**src/sv/vrra_pkg.sv**
```systemverilog
// shared types and constants for the variable record ring allocator
package vrra_pkg;

  localparam int AMOUNT_W = 18;
  localparam int OFFSET_W = 17;
  localparam int LENGTH_W = 18;
  localparam int STATUS_W = 2;

  typedef logic [STATUS_W-1:0] status_t;

  localparam status_t ST_OK    = 2'd0;
  localparam status_t ST_FULL  = 2'd1;
  localparam status_t ST_EMPTY = 2'd2;

  localparam logic FUNC_PUSH = 1'b0;
  localparam logic FUNC_PULL = 1'b1;

endpackage

```
**src/sv/variable_record_ring_allocator_unit.sv**
```systemverilog
// top level of the variable record ring allocator: space bookkeeping for a ring buffer
// an accepted word passes through the input register and then the result register
// throughput: one word per cycle unless out_stall holds; the position update is a
// single pass of compares and subtractions between input and result registers
// reset: synchronous, clears read position, write position and wrap mark to zero
// and empties both the input register and the result register
module variable_record_ring_allocator_unit #(
  parameter int CAPACITY = 131072
) (
  input  logic                          clk,
  input  logic                          rst,
  input  logic                          in_valid,
  output logic                          in_stall,
  input  logic                          func,
  input  logic [vrra_pkg::AMOUNT_W-1:0] amount,
  output logic                          out_valid,
  input  logic                          out_stall,
  output vrra_pkg::status_t             status,
  output logic [vrra_pkg::OFFSET_W-1:0] offset,
  output logic [vrra_pkg::LENGTH_W-1:0] length
);
  import vrra_pkg::*;

  localparam int PW = $clog2(CAPACITY + 1);
  localparam int CW = ((PW > AMOUNT_W) ? PW : AMOUNT_W) + 1;
  localparam logic [CW-1:0] CAP_C = CW'(CAPACITY);

  logic [PW-1:0] read_position;
  logic [PW-1:0] write_position;
  logic [PW-1:0] wrap_mark;

  logic                in_full;
  logic                fn_q;
  logic [AMOUNT_W-1:0] amt_q;

  logic out_load;
  logic step;

  logic [CW-1:0] rp;
  logic [CW-1:0] wp;
  logic [CW-1:0] wm;
  logic [CW-1:0] amt;
  logic [CW-1:0] r_eff;
  logic [CW-1:0] wm_eff;
  logic [CW-1:0] avail;
  logic [CW-1:0] len;
  logic [CW-1:0] start;
  logic [CW-1:0] rp_next;
  logic [CW-1:0] wp_next;
  logic [CW-1:0] wm_next;
  status_t       st;

  assign out_load = !out_valid || !out_stall;
  assign in_stall = in_full && !out_load;
  assign step     = in_full && out_load;

  // input register
  always_ff @(posedge clk) begin
    if (rst) begin
      in_full <= 1'b0;
    end else if (!in_stall) begin
      in_full <= in_valid;
    end
  end

  always_ff @(posedge clk) begin
    if (in_valid && !in_stall) begin
      fn_q  <= func;
      amt_q <= amount;
    end
  end

  assign rp  = CW'(read_position);
  assign wp  = CW'(write_position);
  assign wm  = CW'(wrap_mark);
  assign amt = CW'(amt_q);

  always_comb begin
    rp_next = rp;
    wp_next = wp;
    wm_next = wm;
    st      = ST_OK;
    start   = '0;
    len     = '0;
    r_eff   = rp;
    wm_eff  = wm;
    avail   = '0;
    if (fn_q == FUNC_PUSH) begin
      if (wp >= rp) begin
        if (CAP_C - wp >= amt) begin
          start   = wp;
          len     = amt;
          wp_next = wp + amt;
        end else if (rp > amt) begin
          wm_next = wp;
          wp_next = amt;
          len     = amt;
        end else begin
          st = ST_FULL;
        end
      end else if (rp - wp > amt) begin
        start   = wp;
        len     = amt;
        wp_next = wp + amt;
      end else begin
        st = ST_FULL;
      end
    end else begin
      if (wp == rp) begin
        st = ST_EMPTY;
      end else begin
        // wrap back to the start once the mark is reached
        if (rp == wm) begin
          r_eff   = '0;
          wm_eff  = '0;
          rp_next = '0;
          wm_next = '0;
        end
        if (wp == r_eff) begin
          st = ST_EMPTY;
        end else begin
          if (wp > r_eff) begin
            avail = wp - r_eff;
          end else if (wm_eff > r_eff) begin
            avail = wm_eff - r_eff;
          end
          len     = (avail < amt) ? avail : amt;
          start   = r_eff;
          rp_next = r_eff + len;
        end
      end
    end
  end

  // position state
  always_ff @(posedge clk) begin
    if (rst) begin
      read_position  <= '0;
      write_position <= '0;
      wrap_mark      <= '0;
    end else if (step) begin
      read_position  <= rp_next[PW-1:0];
      write_position <= wp_next[PW-1:0];
      wrap_mark      <= wm_next[PW-1:0];
    end
  end

  // result register
  always_ff @(posedge clk) begin
    if (rst) begin
      out_valid <= 1'b0;
    end else if (out_load) begin
      out_valid <= in_full;
    end
  end

  always_ff @(posedge clk) begin
    if (step) begin
      status <= st;
      offset <= (start >= CAP_C) ? '0 : start[OFFSET_W-1:0];
      length <= len[LENGTH_W-1:0];
    end
  end

  a_pos_range: assert property (@(posedge clk) disable iff (rst)
    (CW'(read_position) <= CAP_C) && (CW'(write_position) <= CAP_C)
    && (CW'(wrap_mark) <= CAP_C))
    else $error("position beyond buffer capacity");

  a_wrap_order: assert property (@(posedge clk) disable iff (rst)
    (wrap_mark != '0) |-> (write_position < read_position))
    else $error("write position caught up with read position while wrapped");

  a_wrap_read: assert property (@(posedge clk) disable iff (rst)
    (wrap_mark != '0) |-> (read_position <= wrap_mark))
    else $error("read position passed the wrap mark");

  a_refused_len: assert property (@(posedge clk) disable iff (rst)
    (out_valid && (status != ST_OK)) |-> (length == '0))
    else $error("refused word carries a length");

  a_status_code: assert property (@(posedge clk) disable iff (rst)
    out_valid |-> (status == ST_OK || status == ST_FULL || status == ST_EMPTY))
    else $error("undefined status code");

endmodule

```
**config.mk**
```make
export PLATFORM = sky130hd
export DESIGN_NAME = variable_record_ring_allocator_unit
export DESIGN_NICKNAME = d
export VERILOG_FILES = /design/src/sv/vrra_pkg.sv /design/src/sv/variable_record_ring_allocator_unit.sv
export SDC_FILE = /design/constraint.sdc
export NUM_CORES = 1
export LEC_CHECK = 0
export BUFFER_PORTS_ARGS = -buffer_cell sky130_fd_sc_hd__buf_2
export CORE_ASPECT_RATIO = 1.25
export CORE_MARGIN = 5
export CORE_UTILIZATION = 40
export CTS_BUF_LIST = sky130_fd_sc_hd__clkbuf_4 sky130_fd_sc_hd__clkbuf_8
export CTS_CLUSTER_DIAMETER = 150
export DETAILED_ROUTE_END_ITERATION = 10
export SETUP_SLACK_MARGIN = 0.05
export SLEW_MARGIN = 40
export SYNTH_ARGS = -nofsm -noshare
export SYNTH_HDL_FRONTEND = slang
export SYNTH_SLANG_ARGS = --single-unit
```
**constraint.sdc**
```tcl
create_clock -name clk -period 11.05 [get_ports clk]
set_input_delay 0.5525 -clock clk [delete_from_list [all_inputs] [get_ports clk]]
set_output_delay 0.5525 -clock clk [all_outputs]
set_load 0.1 [all_outputs]
```
# Word-level counts from Yosys, hierarchy flattened
# Index checks and enable logic that the tools add are counted.
[classes] n_addsub=6 order_cmp=8 n_eq_ne=6 mux=42 bitwise=2 n_reduce_logical=14
[op_table] cell="$mux 18" count=22
[op_table] cell="$mux 19" count=13
[op_table] cell="$add 18x18->18" count=2
[op_table] cell="$eq 18x18->1" count=2
[op_table] cell="$eq 18x19->1" count=1
[op_table] cell="$ge 19x18->1" count=1
[op_table] cell="$ge 19x18->1 const B" count=1
[op_table] cell="$gt 18x19->1" count=1
[op_table] cell="$gt 19x18->1" count=1
[op_table] cell="$gt 19x19->1" count=1
[op_table] cell="$lt 19x18->1" count=1
[op_table] cell="$sub 18x18->19" count=1
[op_table] cell="$sub 18x18->19 const A" count=1
[op_table] cell="$sub 18x19->19" count=1
[op_table] cell="$sub 19x19->19" count=1
[op_table] cell="$ge 18x18->1" count=1
[op_table] cell="$gt 18x18->1" count=1
[op_table] cell="$mux 2" count=4
[op_table] cell="$reduce_bool 2->1" count=3
[op_table] cell="$reduce_and 5->1" count=1
[op_table] cell="$logic_not 1->1" count=4
[op_table] cell="$ne 2x2->1 const B" count=2
[op_table] cell="$reduce_and 4->1" count=1
[op_table] cell="$logic_and 1x1->1" count=3
[op_table] cell="other kinds (5)" count=8
[totals] register_bits=112 in_bits=23 out_inout_bits=39

# Depth between registers and ports, before layout
[depth] ltp_word=15 mapped_depth=45 mapped_depth_nobuf=43

# Least setup slack after synthesis
# No wires, ideal clock.
[synth_timing] path_kind="flip-flop to flip-flop" startpoint="register read_position[16]" endpoint="register read_position[17]" setup_ns=0.134 arrival_ns=8.385 required_time_ns=10.916 setup_slack_ns=2.531 stages_incl_launch_ff=41 n_path_buf=6 path_cell_list="dfxtp_1 inv_1 ha_1 clkbuf_1 nand4_1 clkbuf_1 buf_1 nand2_1 ha_1 o211ai_1 a21o_1 a31oi_1 a221o_1 a21oi_1 nand3_1 clkbuf_1 o22ai_1 ha_1 (+5 left out) a21oi_1 o211ai_1 nor2_1 clkbuf_1 o21ai_1 ha_1 clkbuf_1 nand4_1 or3_1 and3_1 nor3_1 and4_1 nor3_1 o31ai_1 or3_1 a21oi_1 a311oi_1 a31oi_1"
[synth_between] elab_chain_len=14 elab_cells_between_ends=24
[synth_lines] item="from (decl)" line_no="variable_record_ring_allocator_unit.sv:28" text="logic [PW-1:0] read_position;"
[synth_lines] item="from (signal assigned)" line_no="variable_record_ring_allocator_unit.sv:142" text="read_position <= rp_next[PW-1:0];"
[synth_lines] item="$eq 18x18->1" line_no="variable_record_ring_allocator_unit.sv:113" text="if (rp == wm) begin"
[synth_lines] item="$mux 18" line_no="variable_record_ring_allocator_unit.sv:113"
[synth_lines] item="$mux 19" line_no="variable_record_ring_allocator_unit.sv:109" text="if (wp == rp) begin"
[synth_lines] item="$mux 19" line_no="variable_record_ring_allocator_unit.sv:88" text="if (fn_q == FUNC_PUSH) begin"
[synth_lines] item="$sub 19x19->19 / $gt 19x19->1 (equally long branches)" line_no="variable_record_ring_allocator_unit.sv:125, variable_record_ring_allocator_unit.sv:124"
[synth_lines] item="$mux 19" line_no="variable_record_ring_allocator_unit.sv:124" text="end else if (wm_eff > r_eff) begin"
[synth_lines] item="$mux 19" line_no="variable_record_ring_allocator_unit.sv:122" text="if (wp > r_eff) begin"
[synth_lines] item="$mux 19" line_no="variable_record_ring_allocator_unit.sv:119" text="if (wp == r_eff) begin"
[synth_lines] item="$mux 19" line_no="variable_record_ring_allocator_unit.sv:109"
[synth_lines] item="$mux 19" line_no="variable_record_ring_allocator_unit.sv:88"
[synth_lines] item="$lt 19x18->1" line_no="variable_record_ring_allocator_unit.sv:127" text="len = (avail < amt) ? avail : amt;"
[synth_lines] item="$mux 18" line_no="variable_record_ring_allocator_unit.sv:127"
[synth_lines] item="$add 18x18->18" line_no="variable_record_ring_allocator_unit.sv:129" text="rp_next = r_eff + len;"
[synth_lines] item="$mux 18" line_no="variable_record_ring_allocator_unit.sv:119"
# Parallel ways exist; a longest one is shown, timed or not. The select of a mux whose other input is x is not followed.
# A chain may end at the register's enable or synchronous reset.

# Worst setup path in the final report
[layout_timing] startpoint="register read_position[13]" endpoint="register read_position[17]"
# The elaborated chain is that of the path after synthesis.

==> reports/results.ini <==
[hold_path]
worst_hold_path_type=primary input to register
hold_end=amt_q[9]
hold_depth=1
worstHoldStart=amount[9]

[grt]
grt_pass1_vias=10171
grt_pass1_wl_um=56150
antenna_found_initial=0
grt_usage_pct=23.42
gr-total-overflow=0
grt_max_degree=39

[worst_setup_path]
worst_path_most_repeated_cell=nor3_1
crit_path_end_kind=register
max_stage_delay_ns=0.69
reg2reg_to=read_position[17]
r2r-start=read_position[13]
cp_max_fo=26
criticalPathCategory=register to register
r2r_slack_ns=0.57
cp-start-kind=register
critPathSlowestCell=o31ai_1
cp.required_ns=11.33
ff2ff_path_depth=39
arrival_ns=10.77

[routing]
drtPass1Iterations=5
wirelength_um=36130
viasPerCell=6.075
wl_per_cell_um=21.71
post-route-drc-count=0
drt_iter0_markers=723
drtAntennaViolNets=0
vias=10109

[clock_tree]
cts_made_buffers=9
htreeDepth=3
cts.sinks=112
path_clk_slew_ns=0.14
post-cts-setup-buffers=0
cts_root_buf=clkbuf_8
insertion_delay_ns=0.44
tritoncts=done
cts_buffer_depth=2

[layout]
drive_above_1_share_pct=9.477
fillers=2769
syn_to_final_growth_pct=7.998
antennaDiodeCount=0
fin_nets=1502
stdcell_count=1664

[place]
hpwlAfterDp_um=28730
placed_cells=1648
io_buffers=61
gp_congestion=0.9674

[synth]
ys_ff_latch=112
synth_common_cells=ha_1 (160), nor2_1 (97), a21oi_1 (89)
syn-instance-count=1271
yosysMostFrequentCell=ha_1
synth_edf_count=56
ys.flop_type=edfxtp_1
ys_seq_area_share_pct=25.52
yosysUniqueCellTypes=75
ys_warn_count=0
synth.area.top_cells=ha_1 (18%), edfxtp_1 (15%), dfxtp_1 (10%)
async_flop_share_pct=0
synth_area_um2=10980
yosysTopAreaCell=ha_1
synth_top_area_share_pct=18.23
syn-num-nets=1459
syn_avg_cell_area_um2=8.640

[sta]
post-route-min-period_ns=10.48
slew_viol_final=0
final.setup.tns_ns=0
maxSlewHeadroom_pct=44.39
worstMarginPinSlew_ns=0.8237
finalCritPeriodShare_pct=94.88
hold_violations=0
rsz0062_at_grt=false
setup_viol=0
skew_ns=0.03387
fmax_ghz=0.09538

[job]
timing.max_cap.violations=0

[die]
rows=67
initial_utilization_pct=40.68
die_area_um2=30890
die_x_um=158.2
ios=62
core_region_area_um2=26990
die_h_um=195.3

[status]
outcome=complete, no violations

## per-layer routing
metal	vias to the layer above	wire length, µm	part of all wire [%]	global-route usage, %
li1	4840	-	-	-
met1	4836	14870	41	29.28
met2	342	17650	49	39.83
met3	91	1753	4.9	2.347
met4	0	1861	5.2	11.50
met5	-	0	0	0
## flip-flops by register name, indices dropped and copies added (netlist names)
signal and cells:
amt_q 18, length 18, read_position 18, wrap_mark 18, write_position 18, offset 17, status 2, fn_q 1
in_full 1, out_valid 1
## worst max-delay path, delay by kind of cell, from the launching register on
kind	cells	cell delay [ns]
mux	1	0.38
xor+xnor	1	0.35
buf+inv	4	0.86
simple gates	19	4.69
flops	1	0.41
fa+ha+maj	3	0.96
compound gates	11	2.66
## cells by family (layout without fill, tap and decap cells)
kind of cell               count (synthesis)  in the layout  synth area share (%)
buffers and inverters                    126            174                 4.546
xor gates and xnor gates                 104            104                 8.294
muxes                                      6              6                0.5469
AOI/OAI and AO/OA                        400            400                 25.97
DFF                                      112            112                 25.52
adders and majority gates                165            165                 19.14
and+or+nand+nor                          358            358                 15.99
## final cells by class
class                      count  area, µm²  share of cell area, %
multi-input combinational   1033       7715                  65.05
sequential                   112       2803                  23.63
tap                          345      431.7                  3.640
timing repair buffer          75      410.4                  3.460
inverter                      83      311.5                  2.627
clock buffer                  10      131.4                  1.108
clock inverter                 6      57.56                 0.4853
## layout by cell type, fill, tap and decap left out, types with 10 or more instances in the layout
| master | n |
|---|---|
| a22oi_1 | 32 |
| dfxtp_1 | 56 |
| nand4_1 | 28 |
| nand3_1 | 28 |
| and2_1 | 19 |
| nor3_1 | 22 |
| o21ai_0 | 27 |
| nor2b_1 | 16 |
| o211ai_1 | 11 |
| a22o_1 | 34 |
| a211oi_2 | 14 |
| nand2_1 | 88 |
| a31oi_1 | 10 |
| nand2b_1 | 12 |
| o21bai_1 | 13 |
| o21a_1 | 14 |
| ha_1 | 160 |
| buf_2 | 61 |
| o21ai_1 | 29 |
| buf_4 | 14 |
| edfxtp_1 | 56 |
| inv_1 | 79 |
| nor2_1 | 95 |
| and3_1 | 12 |
| o22ai_1 | 12 |
| xor2_1 | 26 |
| xnor2_1 | 78 |
| a21oi_1 | 88 |
| a21o_1 | 47 |
## how the worst max path moves through the flow
stage	start	endpoint	slack [ns]	depth (start not counted)
after floorplan	read_position[16]	read_position[17]	2.53	40
after global placement	read_position[17]	read_position[17]	0.95	41
after detailed placement	read_position[17]	read_position[17]	0.69	41
after CTS	read_position[17]	read_position[17]	0.66	41
after global routing	read_position[13]	read_position[17]	0.17	39
final	read_position[13]	read_position[17]	0.57	39
## through the flow
step	util (%)	hold WS (ns)	setup WS [ns]	cell area [µm²]
floorplan	-	0.4502	2.531	10980
global placement	43.15	0.4800	0.9495	11650
detailed placement	43.21	0.4918	0.6864	11660
CTS	43.91	0.2739	0.6592	11850
global route	43.94	0.2734	0.1652	11860
finish	43.94	0.2900	0.5653	11860
## what timing repair did
action                                  in CTS  in global routing
endpoints found under the setup margin       0                  1
gates resized for setup                      0                  1
hold buffers                                 0                  0
Power is not shown: default switching activity piles up to over one toggle a cycle in this logic, so the estimate is an artifact.
